### src/design/iqf_pkg.sv
package iqf_pkg;

	localparam int CORDIC_STEPS_DEF = 16;
	localparam int TABLE_LEN = 24;

	localparam int IN_W = 16;
	localparam int PRESCALE_SH = 8;
	localparam int XW = 27;
	localparam int ZW = 32;
	localparam int PW = 16;
	localparam int FW = 17;
	localparam int DW = 18;

	localparam logic [ZW-1:0] Z_QUARTER = 32'h4000_0000;
	localparam logic [ZW-1:0] Z_THREE_QUARTER = 32'hC000_0000;
	localparam logic [ZW-1:0] Z_ROUND = 32'h0000_8000;

	localparam logic [ZW-1:0] ATAN_TURNS [TABLE_LEN] = '{
		32'h20000000, 32'h12E4051E, 32'h09FB385B, 32'h051111D4,
		32'h028B0D43, 32'h0145D7E1, 32'h00A2F61E, 32'h00517C55,
		32'h0028BE53, 32'h00145F2F, 32'h000A2F98, 32'h000517CC,
		32'h00028BE6, 32'h000145F3, 32'h0000A2FA, 32'h0000517D,
		32'h000028BE, 32'h0000145F, 32'h00000A30, 32'h00000518,
		32'h0000028C, 32'h00000146, 32'h000000A3, 32'h00000051
	};

	localparam logic signed [DW-1:0] HALF_TURN = 18'sd32768;
	localparam logic signed [DW-1:0] FULL_TURN = 18'sd65536;

	typedef struct packed {
		logic signed [XW-1:0] x;
		logic signed [XW-1:0] y;
		logic [ZW-1:0] z;
		logic zero;
		logic last;
	} cordic_t;

	typedef struct packed {
		logic [PW-1:0] phase;
		logic last;
	} phase_item_t;

endpackage

### src/design/iqf_iq_if.sv
interface iqf_iq_if;
	logic valid;
	logic ready;
	logic signed [iqf_pkg::IN_W-1:0] i_sample;
	logic signed [iqf_pkg::IN_W-1:0] q_sample;
	logic frame_last;

	modport source(output valid, output i_sample, output q_sample, output frame_last,
		input ready);
	modport sink(input valid, input i_sample, input q_sample, input frame_last,
		output ready);
endinterface

### src/design/iqf_res_if.sv
interface iqf_res_if;
	logic valid;
	logic ready;
	logic signed [iqf_pkg::FW-1:0] freq_turns;
	logic frame_end;

	modport source(output valid, output freq_turns, output frame_end, input ready);
	modport sink(input valid, input freq_turns, input frame_end, output ready);
endinterface

### src/design/iqf_cordic_stage.sv
module iqf_cordic_stage #(
	parameter int STEP = 0
) (
	input  logic             clk,
	input  logic             arst_n,
	input  logic             en,
	input  logic             vld_in,
	input  iqf_pkg::cordic_t d_in,
	output logic             vld_s1,
	output iqf_pkg::cordic_t d_s1
);

	iqf_pkg::cordic_t nxt;
	logic signed [iqf_pkg::XW-1:0] xs;
	logic signed [iqf_pkg::XW-1:0] ys;

	always_comb begin
		xs = $signed(d_in.x) >>> STEP;
		ys = $signed(d_in.y) >>> STEP;
		nxt = d_in;
		if (!d_in.y[iqf_pkg::XW-1]) begin
			nxt.x = d_in.x + ys;
			nxt.y = d_in.y - xs;
			nxt.z = d_in.z + iqf_pkg::ATAN_TURNS[STEP];
		end else begin
			nxt.x = d_in.x - ys;
			nxt.y = d_in.y + xs;
			nxt.z = d_in.z - iqf_pkg::ATAN_TURNS[STEP];
		end
	end

	always_ff @(posedge clk or negedge arst_n) begin
		if (!arst_n) begin
			vld_s1 <= 1'b0;
		end else if (en) begin
			vld_s1 <= vld_in;
		end
	end

	always_ff @(posedge clk) begin
		if (en) begin
			d_s1 <= nxt;
		end
	end

endmodule

### src/design/iqf_phase.sv
module iqf_phase #(
	parameter int CORDIC_STEPS = iqf_pkg::CORDIC_STEPS_DEF
) (
	input  logic                 clk,
	input  logic                 arst_n,
	iqf_iq_if.sink               iq,
	input  logic                 can_take,
	output logic                 tail_vld,
	output iqf_pkg::phase_item_t tail
);

	localparam int STEPS = (CORDIC_STEPS > iqf_pkg::TABLE_LEN) ?
		iqf_pkg::TABLE_LEN : CORDIC_STEPS;
	localparam int EXT_W = iqf_pkg::XW - iqf_pkg::IN_W - iqf_pkg::PRESCALE_SH;

	logic en;
	logic signed [iqf_pkg::XW-1:0] xi;
	logic signed [iqf_pkg::XW-1:0] yi;
	iqf_pkg::cordic_t pre;
	iqf_pkg::cordic_t pre_s1;
	logic pre_vld_s1;
	logic chain_vld [STEPS+1];
	iqf_pkg::cordic_t chain_d [STEPS+1];
	logic [iqf_pkg::ZW-1:0] zsum;

	assign en = !tail_vld || can_take;
	assign iq.ready = en;

	always_comb begin
		xi = {{EXT_W{iq.i_sample[iqf_pkg::IN_W-1]}}, iq.i_sample,
			{iqf_pkg::PRESCALE_SH{1'b0}}};
		yi = {{EXT_W{iq.q_sample[iqf_pkg::IN_W-1]}}, iq.q_sample,
			{iqf_pkg::PRESCALE_SH{1'b0}}};
		pre.zero = (iq.i_sample == '0) && (iq.q_sample == '0);
		pre.last = iq.frame_last;
		pre.x = xi;
		pre.y = yi;
		pre.z = '0;
		if (xi[iqf_pkg::XW-1]) begin
			if (!yi[iqf_pkg::XW-1]) begin
				pre.x = yi;
				pre.y = -xi;
				pre.z = iqf_pkg::Z_QUARTER;
			end else begin
				pre.x = -yi;
				pre.y = xi;
				pre.z = iqf_pkg::Z_THREE_QUARTER;
			end
		end
	end

	always_ff @(posedge clk or negedge arst_n) begin
		if (!arst_n) begin
			pre_vld_s1 <= 1'b0;
		end else if (en) begin
			pre_vld_s1 <= iq.valid;
		end
	end

	always_ff @(posedge clk) begin
		if (en) begin
			pre_s1 <= pre;
		end
	end

	assign chain_vld[0] = pre_vld_s1;
	assign chain_d[0] = pre_s1;

	for (genvar k = 0; k < STEPS; k++) begin : g_step
		iqf_cordic_stage #(
			.STEP(k)
		) u_stage (
			.clk   (clk),
			.arst_n(arst_n),
			.en    (en),
			.vld_in(chain_vld[k]),
			.d_in  (chain_d[k]),
			.vld_s1(chain_vld[k+1]),
			.d_s1  (chain_d[k+1])
		);
	end

	always_comb begin
		zsum = chain_d[STEPS].z + iqf_pkg::Z_ROUND;
		tail_vld = chain_vld[STEPS];
		tail.last = chain_d[STEPS].last;
		tail.phase = chain_d[STEPS].zero ? '0 : zsum[iqf_pkg::ZW-1 -: iqf_pkg::PW];
	end

endmodule

### src/design/iqf_emit.sv
module iqf_emit (
	input  logic                 clk,
	input  logic                 arst_n,
	input  logic                 tail_vld,
	input  iqf_pkg::phase_item_t tail,
	output logic                 can_take,
	iqf_res_if.source            res
);

	logic take;
	logic vld_q;
	logic pend_q;
	logic have_prev_q;
	logic [iqf_pkg::PW-1:0] prev_phase_q;
	logic signed [iqf_pkg::FW-1:0] freq_q;
	logic fend_q;
	logic signed [iqf_pkg::DW-1:0] raw;
	logic signed [iqf_pkg::DW-1:0] wrapped;

	always_comb begin
		can_take = !pend_q && (!vld_q || res.ready);
		take = tail_vld && can_take;
		raw = $signed({{(iqf_pkg::DW-iqf_pkg::PW){tail.phase[iqf_pkg::PW-1]}}, tail.phase})
			- $signed({{(iqf_pkg::DW-iqf_pkg::PW){prev_phase_q[iqf_pkg::PW-1]}},
			prev_phase_q});
		wrapped = raw;
		if (raw > iqf_pkg::HALF_TURN) begin
			wrapped = raw - iqf_pkg::FULL_TURN;
		end else if (raw < -iqf_pkg::HALF_TURN) begin
			wrapped = raw + iqf_pkg::FULL_TURN;
		end
	end

	always_ff @(posedge clk or negedge arst_n) begin
		if (!arst_n) begin
			vld_q <= 1'b0;
			pend_q <= 1'b0;
			have_prev_q <= 1'b0;
			prev_phase_q <= '0;
		end else if (take) begin
			vld_q <= have_prev_q || tail.last;
			pend_q <= have_prev_q && tail.last;
			have_prev_q <= !tail.last;
			prev_phase_q <= tail.phase;
		end else if (vld_q && res.ready) begin
			vld_q <= pend_q;
			pend_q <= 1'b0;
		end
	end

	// hold the closing zero behind a step result
	always_ff @(posedge clk) begin
		if (take) begin
			freq_q <= have_prev_q ? wrapped[iqf_pkg::FW-1:0] : '0;
			fend_q <= !have_prev_q && tail.last;
		end else if (pend_q && res.ready) begin
			freq_q <= '0;
			fend_q <= 1'b1;
		end
	end

	assign res.valid = vld_q;
	assign res.freq_turns = freq_q;
	assign res.frame_end = fend_q;

endmodule

### src/design/iq_instantaneous_frequency.sv
// channel | dir | payload                          | transfer
// iq      | in  | i_sample, q_sample, frame_last   | valid && ready
// result  | out | freq_turns, frame_end            | valid && ready
//
// One sample accepted per cycle while the result side is ready; a sample that
// closes a frame after a step result holds the input until that result is taken.
// From iq transfer to first result a sample passes the pre-rotation register,
// one register per CORDIC step and the result register.
// arst_n clears all valid bits, the pending closing result and frame state.
// A stalled result freezes the whole CORDIC pipeline and drops iq.ready if its tail is valid.
module iq_instantaneous_frequency #(
	parameter int CORDIC_STEPS = iqf_pkg::CORDIC_STEPS_DEF
) (
	input  logic      clk,
	input  logic      arst_n,
	iqf_iq_if.sink    iq,
	iqf_res_if.source result
);

	logic can_take;
	logic tail_vld;
	iqf_pkg::phase_item_t tail;

	iqf_phase #(
		.CORDIC_STEPS(CORDIC_STEPS)
	) u_phase (
		.clk     (clk),
		.arst_n  (arst_n),
		.iq      (iq),
		.can_take(can_take),
		.tail_vld(tail_vld),
		.tail    (tail)
	);

	iqf_emit u_emit (
		.clk     (clk),
		.arst_n  (arst_n),
		.tail_vld(tail_vld),
		.tail    (tail),
		.can_take(can_take),
		.res     (result)
	);

	a_end_is_zero: assert property (@(posedge clk) disable iff (!arst_n)
		result.valid && result.frame_end |-> result.freq_turns == '0)
		else $error("frame end result carries nonzero frequency");

	a_freq_range: assert property (@(posedge clk) disable iff (!arst_n)
		result.valid |-> ($signed(result.freq_turns) <= 17'sd32768) &&
		($signed(result.freq_turns) >= -17'sd32768))
		else $error("frequency outside half turn");

	a_stall_cause: assert property (@(posedge clk) disable iff (!arst_n)
		!iq.ready |-> result.valid && tail_vld)
		else $error("input stalled without pending result");

	a_pipe_hold: assert property (@(posedge clk) disable iff (!arst_n)
		tail_vld && !can_take |=> tail_vld && $stable(tail))
		else $error("pipeline tail lost while stalled");

endmodule

### src/flat_wrapper.sv
// flat-port wrapper written by rule: the top's interface ports become plain ports
module iq_instantaneous_frequency_flat 
#(
	parameter int CORDIC_STEPS = iqf_pkg::CORDIC_STEPS_DEF
)
  (clk, arst_n, iq_valid, iq_i_sample, iq_q_sample, iq_frame_last, iq_ready, result_valid, result_freq_turns, result_frame_end, result_ready);
  iqf_iq_if iq_i ();
  iqf_res_if result_i ();
  input  logic clk;
  input  logic arst_n;
  input wire logic [$bits(iq_i.valid)-1:0] iq_valid;
  input wire logic [$bits(iq_i.i_sample)-1:0] iq_i_sample;
  input wire logic [$bits(iq_i.q_sample)-1:0] iq_q_sample;
  input wire logic [$bits(iq_i.frame_last)-1:0] iq_frame_last;
  output wire logic [$bits(iq_i.ready)-1:0] iq_ready;
  output wire logic [$bits(result_i.valid)-1:0] result_valid;
  output wire logic [$bits(result_i.freq_turns)-1:0] result_freq_turns;
  output wire logic [$bits(result_i.frame_end)-1:0] result_frame_end;
  input wire logic [$bits(result_i.ready)-1:0] result_ready;
  assign iq_i.valid = iq_valid;
  assign iq_i.i_sample = iq_i_sample;
  assign iq_i.q_sample = iq_q_sample;
  assign iq_i.frame_last = iq_frame_last;
  assign iq_ready = iq_i.ready;
  assign result_valid = result_i.valid;
  assign result_freq_turns = result_i.freq_turns;
  assign result_frame_end = result_i.frame_end;
  assign result_i.ready = result_ready;
  iq_instantaneous_frequency #(.CORDIC_STEPS(CORDIC_STEPS)) u_core (.clk(clk), .arst_n(arst_n), .iq(iq_i), .result(result_i));
endmodule
### config.mk
export PLATFORM = sky130hd
export DESIGN_NAME = iq_instantaneous_frequency_flat
export DESIGN_NICKNAME = d
export VERILOG_FILES = /design/src/design/iqf_pkg.sv /design/src/design/iqf_iq_if.sv /design/src/design/iqf_res_if.sv /design/src/design/iqf_cordic_stage.sv /design/src/design/iqf_phase.sv /design/src/design/iqf_emit.sv /design/src/design/iq_instantaneous_frequency.sv /design/src/flat_wrapper.sv
export SDC_FILE = /design/constraint.sdc
export NUM_CORES = 2
export LEC_CHECK = 0
export ABC_AREA = 1
export ABC_CLOCK_PERIOD_IN_PS = 25400
export BUFFER_PORTS_ARGS = -buffer_cell sky130_fd_sc_hd__buf_2
export CAP_MARGIN = 20
export CORE_UTILIZATION = 40
export CTS_BUF_LIST = sky130_fd_sc_hd__clkbuf_8
export CTS_CLUSTER_SIZE = 28
export DETAILED_ROUTE_END_ITERATION = 7
export PLACE_DENSITY = 0.59
export SLEW_MARGIN = 10
export SYNTH_ARGS = -nofsm -noshare
export SYNTH_HDL_FRONTEND = slang
export SYNTH_SLANG_ARGS = --single-unit
### constraint.sdc
create_clock -name clk -period 25.4 [get_ports clk]
set_input_delay 3.81 -clock clk [delete_from_list [all_inputs] [get_ports clk]]
set_output_delay 3.81 -clock clk [all_outputs]
set_load 0.01 [all_outputs]
Word-level counts from Yosys, hierarchy flattened:

Cells that the tools add are included.

* register bits after elaboration: 1469
* latch bits: 0
* RAM bits: 0
* bits in read-only memories: 0
* input port bits: 37
* output and inout port bits: 20
* word-level logic and storage cells: 256
* memories kept: 0

* add/subtract/negate cells: 95
* $mul: 0
* div/mod/pow operators: 0
* order comparisons: 2
* equality and inequality tests: 0
* shifts and indexed selects: 0
* mux-type cells: 30
* bitwise gates (word level): 1
* reductions and logical operators: 21

Operators with widths (number)
* 2-to-1 mux 86 bit: 14
* 2-to-1 mux 82 bit: 2
* 2-to-1 mux 17 bit: 5
* adder 32 x 16 -> 32 bit (second input constant): 2
* 2-to-1 mux 59 bit: 1
* adder 27 x 14 -> 27 bit: 2
* adder 27 x 15 -> 27 bit: 2
* adder 27 x 16 -> 27 bit: 2
* adder 27 x 17 -> 27 bit: 2
* adder 27 x 18 -> 27 bit: 2
* adder 27 x 19 -> 27 bit: 2
* adder 27 x 20 -> 27 bit: 2
* adder 27 x 21 -> 27 bit: 2
* adder 27 x 22 -> 27 bit: 2
* adder 27 x 23 -> 27 bit: 2
* adder 27 x 24 -> 27 bit: 2
* adder 27 x 25 -> 27 bit: 2
* adder 27 x 26 -> 27 bit: 2
* negation 24 -> 27 bit: 2
* subtractor 27 x 14 -> 27 bit: 2
* subtractor 27 x 15 -> 27 bit: 2
* subtractor 27 x 16 -> 27 bit: 2
* subtractor 27 x 17 -> 27 bit: 2
* subtractor 27 x 18 -> 27 bit: 2
* other kinds (59): 87

Depth between registers and ports, before layout:

* depth in word-level cells: 8
* gate-level depth with buffers: 23
* mapped depth without buffers: 23

Hierarchy:

From an unflattened synthesis, not the netlist that was laid out.

* cells, all modules: 25152
* area total of the unflattened synthesis: 163396.7 um^2

Modules (own cells, without submodules)
* iqf_cordic_stage at u_core.u_phase.g_step[1].u_stage: instances 1, cells an instance 1626, area an instance 10332.4 um^2, seq. area each 2667.6 um^2
* iqf_cordic_stage at u_core.u_phase.g_step[2].u_stage: instances 1, cells an instance 1627, area an instance 10321.1 um^2, seq. area each 2667.6 um^2
* iqf_cordic_stage at u_core.u_phase.g_step[3].u_stage: instances 1, cells an instance 1549, area an instance 10222.3 um^2, seq. area each 2667.6 um^2
* iqf_cordic_stage at u_core.u_phase.g_step[5].u_stage: instances 1, cells an instance 1603, area an instance 10156.0 um^2, seq. area each 2667.6 um^2
* iqf_cordic_stage at u_core.u_phase.g_step[4].u_stage: instances 1, cells an instance 1606, area an instance 10129.7 um^2, seq. area each 2667.6 um^2
* iqf_cordic_stage at u_core.u_phase.g_step[7].u_stage: instances 1, cells an instance 1566, area an instance 10080.9 um^2, seq. area each 2667.6 um^2
* iqf_cordic_stage at u_core.u_phase.g_step[8].u_stage: instances 1, cells an instance 1544, area an instance 9982.1 um^2, seq. area each 2667.6 um^2
* iqf_cordic_stage at u_core.u_phase.g_step[9].u_stage: instances 1, cells an instance 1548, area an instance 9907.0 um^2, seq. area each 2667.6 um^2
* iqf_cordic_stage at u_core.u_phase.g_step[6].u_stage: instances 1, cells an instance 1541, area an instance 9897.0 um^2, seq. area each 2667.6 um^2
* iqf_cordic_stage at u_core.u_phase.g_step[10].u_stage: instances 1, cells an instance 1509, area an instance 9893.2 um^2, seq. area each 2667.6 um^2
* iqf_cordic_stage at u_core.u_phase.g_step[13].u_stage: instances 1, cells an instance 1501, area an instance 9624.2 um^2, seq. area each 2667.6 um^2
* iqf_cordic_stage at u_core.u_phase.g_step[11].u_stage: instances 1, cells an instance 1466, area an instance 9613.0 um^2, seq. area each 2667.6 um^2
* iqf_cordic_stage at u_core.u_phase.g_step[15].u_stage: instances 1, cells an instance 1477, area an instance 9600.5 um^2, seq. area each 2667.6 um^2
* iqf_cordic_stage at u_core.u_phase.g_step[12].u_stage: instances 1, cells an instance 1463, area an instance 9576.7 um^2, seq. area each 2667.6 um^2
* +4 rows

Least setup slack after synthesis:

No wires, ideal clock.

* path type: input to output
* start point: input result_ready
* end point: output iq_ready
* arrival: 17.728 ns
* slack: 3.862 ns
* cell stages on the path: 5
* path buffers: 1
* cell sequence: inv_1 nand2_1 nand2_1 nand2_1 buf_2

* longest elaborated chain between the ends: 3

Ends and longest elaborated chain
* start, declared: RTL line flat_wrapper.sv:19 `input wire logic [$bits(result_i.ready)-1:0] result_ready;`
* logical OR 1 bit: RTL line iqf_emit.sv:21 `can_take = !pend_q && (!vld_q || res.ready);`
* logical AND 1 bit: RTL line iqf_emit.sv:21
* logical OR 1 bit: RTL line iqf_phase.sv:26 `assign en = !tail_vld || can_take;`
* end, declared: RTL line flat_wrapper.sv:15 `output wire logic [$bits(iq_i.ready)-1:0] iq_ready;`

No other way between the ends.

Worst setup path in the final report:

Ends and elaborated chain as after synthesis.

==> results.txt <==
Status -> complete, no violations
Register area share after synthesis -> 0.328
Grt total ovfl -> 0
FF-to-FF Start -> u_core.u_emit.pend_q
Area grow syn2layout -> 8.49%
Std cell rows -> 195
Synth warnings -> 0
Pre-CTS setup slack -> 16.58 ns
CP max FO -> 30
Dpl hpwl -> 263000 microns
Setup CP Type -> input port to primary output
Core ar. -> 0.283 sq mm
Clk sinks -> 1247
Initial Util -> 0.402
Hold crit path type -> register to register
Maxcap violations -> 0
Min-Delay Endpoint -> u_core.u_phase.g_step[3].u_stage.d_s1[3]
Die Area -> 0.286 sq mm
Post-CTS setup buffer count -> 0
Final worst-path cycle share -> 0.347
Number of remaining DRC errors -> 0
Remaining antenna violation count -> 0
Post-layout minimum cycle time -> 8.80 ns
I/O pin cnt -> 57
Post-Synthesis Cell Area -> 0.114 sq mm
RR Endpoint -> u_core.u_phase.chain_d[1456]
Post-synth EDFFs -> 1211
Largest net degree at the start of global routing -> 183
Min-delay src -> u_core.u_phase.g_step[2].u_stage.d_s1[3]
CTS Buf Count -> 230
CTS clk-pin slew, worst paths -> 0.06 ns
Vias in the first global route -> 95600
Total track usage -> 0.220
Clk root buf -> clkbuf_8
Share of layout cells above drive strength 1 -> 0.0430
Avg Inst Size Synth -> 7.71 sq um
Commonest non-fill, non-tap cells in the layout -> nand2_1, inv_1, nor2_1, a21oi_1, edfxtp_1
Synth async-reset ratio -> 0.0289
Min-Delay Path Depth -> 0
Cts repair resizes -> 0
CP required -> 21.59 ns
# hold bufs at CTS -> 0
Max_slew headroom -> 0.289
TritonCTS clock tree -> done
Die Span Y -> 535 microns
WL per Instance -> 17.0 microns
Commonest non-fill, non-tap cell in the layout -> nand2_1
Setup ws final -> 16.60 ns
Clock Latency Late Sink -> 1.05 ns
Worst slew pin tran -> 1.07 ns
CTS max path bufs -> 4
Fin nets -> 16200
RSZ-0062 raised after global routing -> false
Port Buf Inserts -> 56
Setup TNS -> 0 ns
Maximum clock frequency -> 0.114 GHz
Setup Skew -> 0.118 ns
Synth cell types -> 74
Arr. time, crit path -> 4.99 ns
Via/cell ratio -> 5.25
Vias -> 99100
Final GP Congestion -> 0.965
Internal reg-to-reg setup slack -> 20.73 ns
Slew Limit Fails -> 0
Final Setup Violations -> 0
Initial antenna violation count -> 3
WL final -> 321000 microns
R2R depth -> 7
Gate Count Post-Synth -> 14700
Layout filler cell count -> 29000
Die X -> 535 microns
Top FF cell, synth -> edfxtp_1
Critical path capture point type -> primary output
CP startpoint kind -> input port
Hold Violations, Final -> 0
Flops & latches, synth -> 1247
Global-route wire length before repair -> 511000 microns
DRT iter0 DRCs -> 6352
Number of H-tree levels -> 4
Router iterations before antenna repair -> 6
## cell families after synthesis
logic type / share of synthesized area
buf+inv: 0.0608
xor+xnor: 0.0988
flops: 0.328
compound gates: 0.144
fa+ha+maj: 0.134
simple gates: 0.233
other cells: 0.0000330
mux: 0.00166
## through the flow
| step | hold WS (ns) | area (sq um) | util | std cells |
|---|---|---|---|---|
| after floorplan | 0.400 | 114000 | - | 14700 |
| after global placement | 0.401 | 118000 | 0.419 | 18500 |
| after detailed placement | 0.405 | 118000 | 0.419 | 18500 |
| after CTS | 0.415 | 123000 | 0.436 | 18900 |
| after global routing | 0.418 | 123000 | 0.437 | 18900 |
| final | 0.412 | 123000 | 0.437 | 18900 |
## routing by layer
layer  routed length, microns  up-vias  GRT usage
met3                    11900      562     0.0200
met2                   155000     2118      0.390
met1                   143000    45500      0.277
li1                         -    50900          -
met4                    11900        0     0.0795
met5                        0        -          0
## cells in the mapped netlist (14+ instances only)
master | count | share of area
fa_1 | 34 | 0.0060
inv_1 | 1674 | 0.055
o21ai_2 | 47 | 0.0036
o21ai_1 | 51 | 0.0022
o21ai_0 | 829 | 0.036
nor2_1 | 1456 | 0.048
o2111ai_1 | 22 | 0.0017
a31oi_1 | 97 | 0.0053
o211ai_1 | 33 | 0.0022
buf_2 | 30 | 0.0013
or2_2 | 30 | 0.0017
nand3b_1 | 37 | 0.0024
nor3_1 | 384 | 0.017
edfxtp_1 | 1211 | 0.32
o31ai_1 | 22 | 0.0015
o21a_1 | 48 | 0.0032
a21o_1 | 137 | 0.0090
a21oi_1 | 1332 | 0.059
nand3_1 | 714 | 0.031
clkbuf_1 | 63 | 0.0021
nor2_2 | 23 | 0.0013
a21oi_2 | 18 | 0.0014
ha_1 | 1160 | 0.13
o21bai_1 | 133 | 0.0088
mux2_2 | 15 | 0.0015
nor4_1 | 97 | 0.0053
a21boi_2 | 14 | 0.0014
xor2_1 | 938 | 0.072
dfrtp_1 | 36 | 0.0079
nand2_1 | 3237 | 0.11
nor3_2 | 21 | 0.0018
clkinv_1 | 14 | 0.00046
nand4_1 | 204 | 0.011
xnor2_1 | 344 | 0.026
a21boi_0 | 72 | 0.0048
## sequential cells by signal, summed over array words and instances (netlist names)
| register | cells |
|---|---|
| u_core.u_emit.res.frame_end | 1 |
| u_core.u_phase.g_step.u_stage.d_s1 | 1151 |
| u_core.u_emit.prev_phase_q | 16 |
| u_core.u_emit.res.valid | 1 |
| u_core.u_emit.have_prev_q | 1 |
| u_core.u_emit.res.freq_turns | 17 |
| u_core.u_emit.pend_q | 1 |
| u_core.u_phase.chain_d | 42 |
| u_core.u_phase.g_step.u_stage.vld_s1 | 16 |
| u_core.u_phase.pre_vld_s1 | 1 |
## critical path, cell delays in order
cell and delay, ns:
buf_2 0.09, inv_1 0.05, nand2_1 0.09, nand2_1 0.11, nand2_4 0.53, buf_2 0.26
## worst max-delay path by stage
| stage | cells past startpoint | startpoint | to | slack, ns |
|---|---|---|---|---|
| detailed placement | 6 | result_ready | iq_ready | 16.58 |
| finish | 6 | result_ready | iq_ready | 16.60 |
| global placement | 6 | result_ready | iq_ready | 16.54 |
| CTS | 6 | result_ready | iq_ready | 16.58 |
| floorplan | 5 | result_ready | iq_ready | 3.86 |
| global route | 6 | result_ready | iq_ready | 16.53 |
## area by class of cell
class                      instances  area (sq um)  share of cell area
multi-input combinational      11700         69500               0.564
timing repair buffer              97           718             0.00582
clock buffer                     232          3190              0.0259
sequential                      1247         37300               0.302
clock inverter                   184          1570              0.0127
inverter                        1700          6380              0.0517
tap                             3743          4680              0.0380
antenna                            5          12.5            0.000101
Power is left out: the tool's default activity adds up to more than one toggle a clock period on the data nets, which glitch-free logic cannot reach.
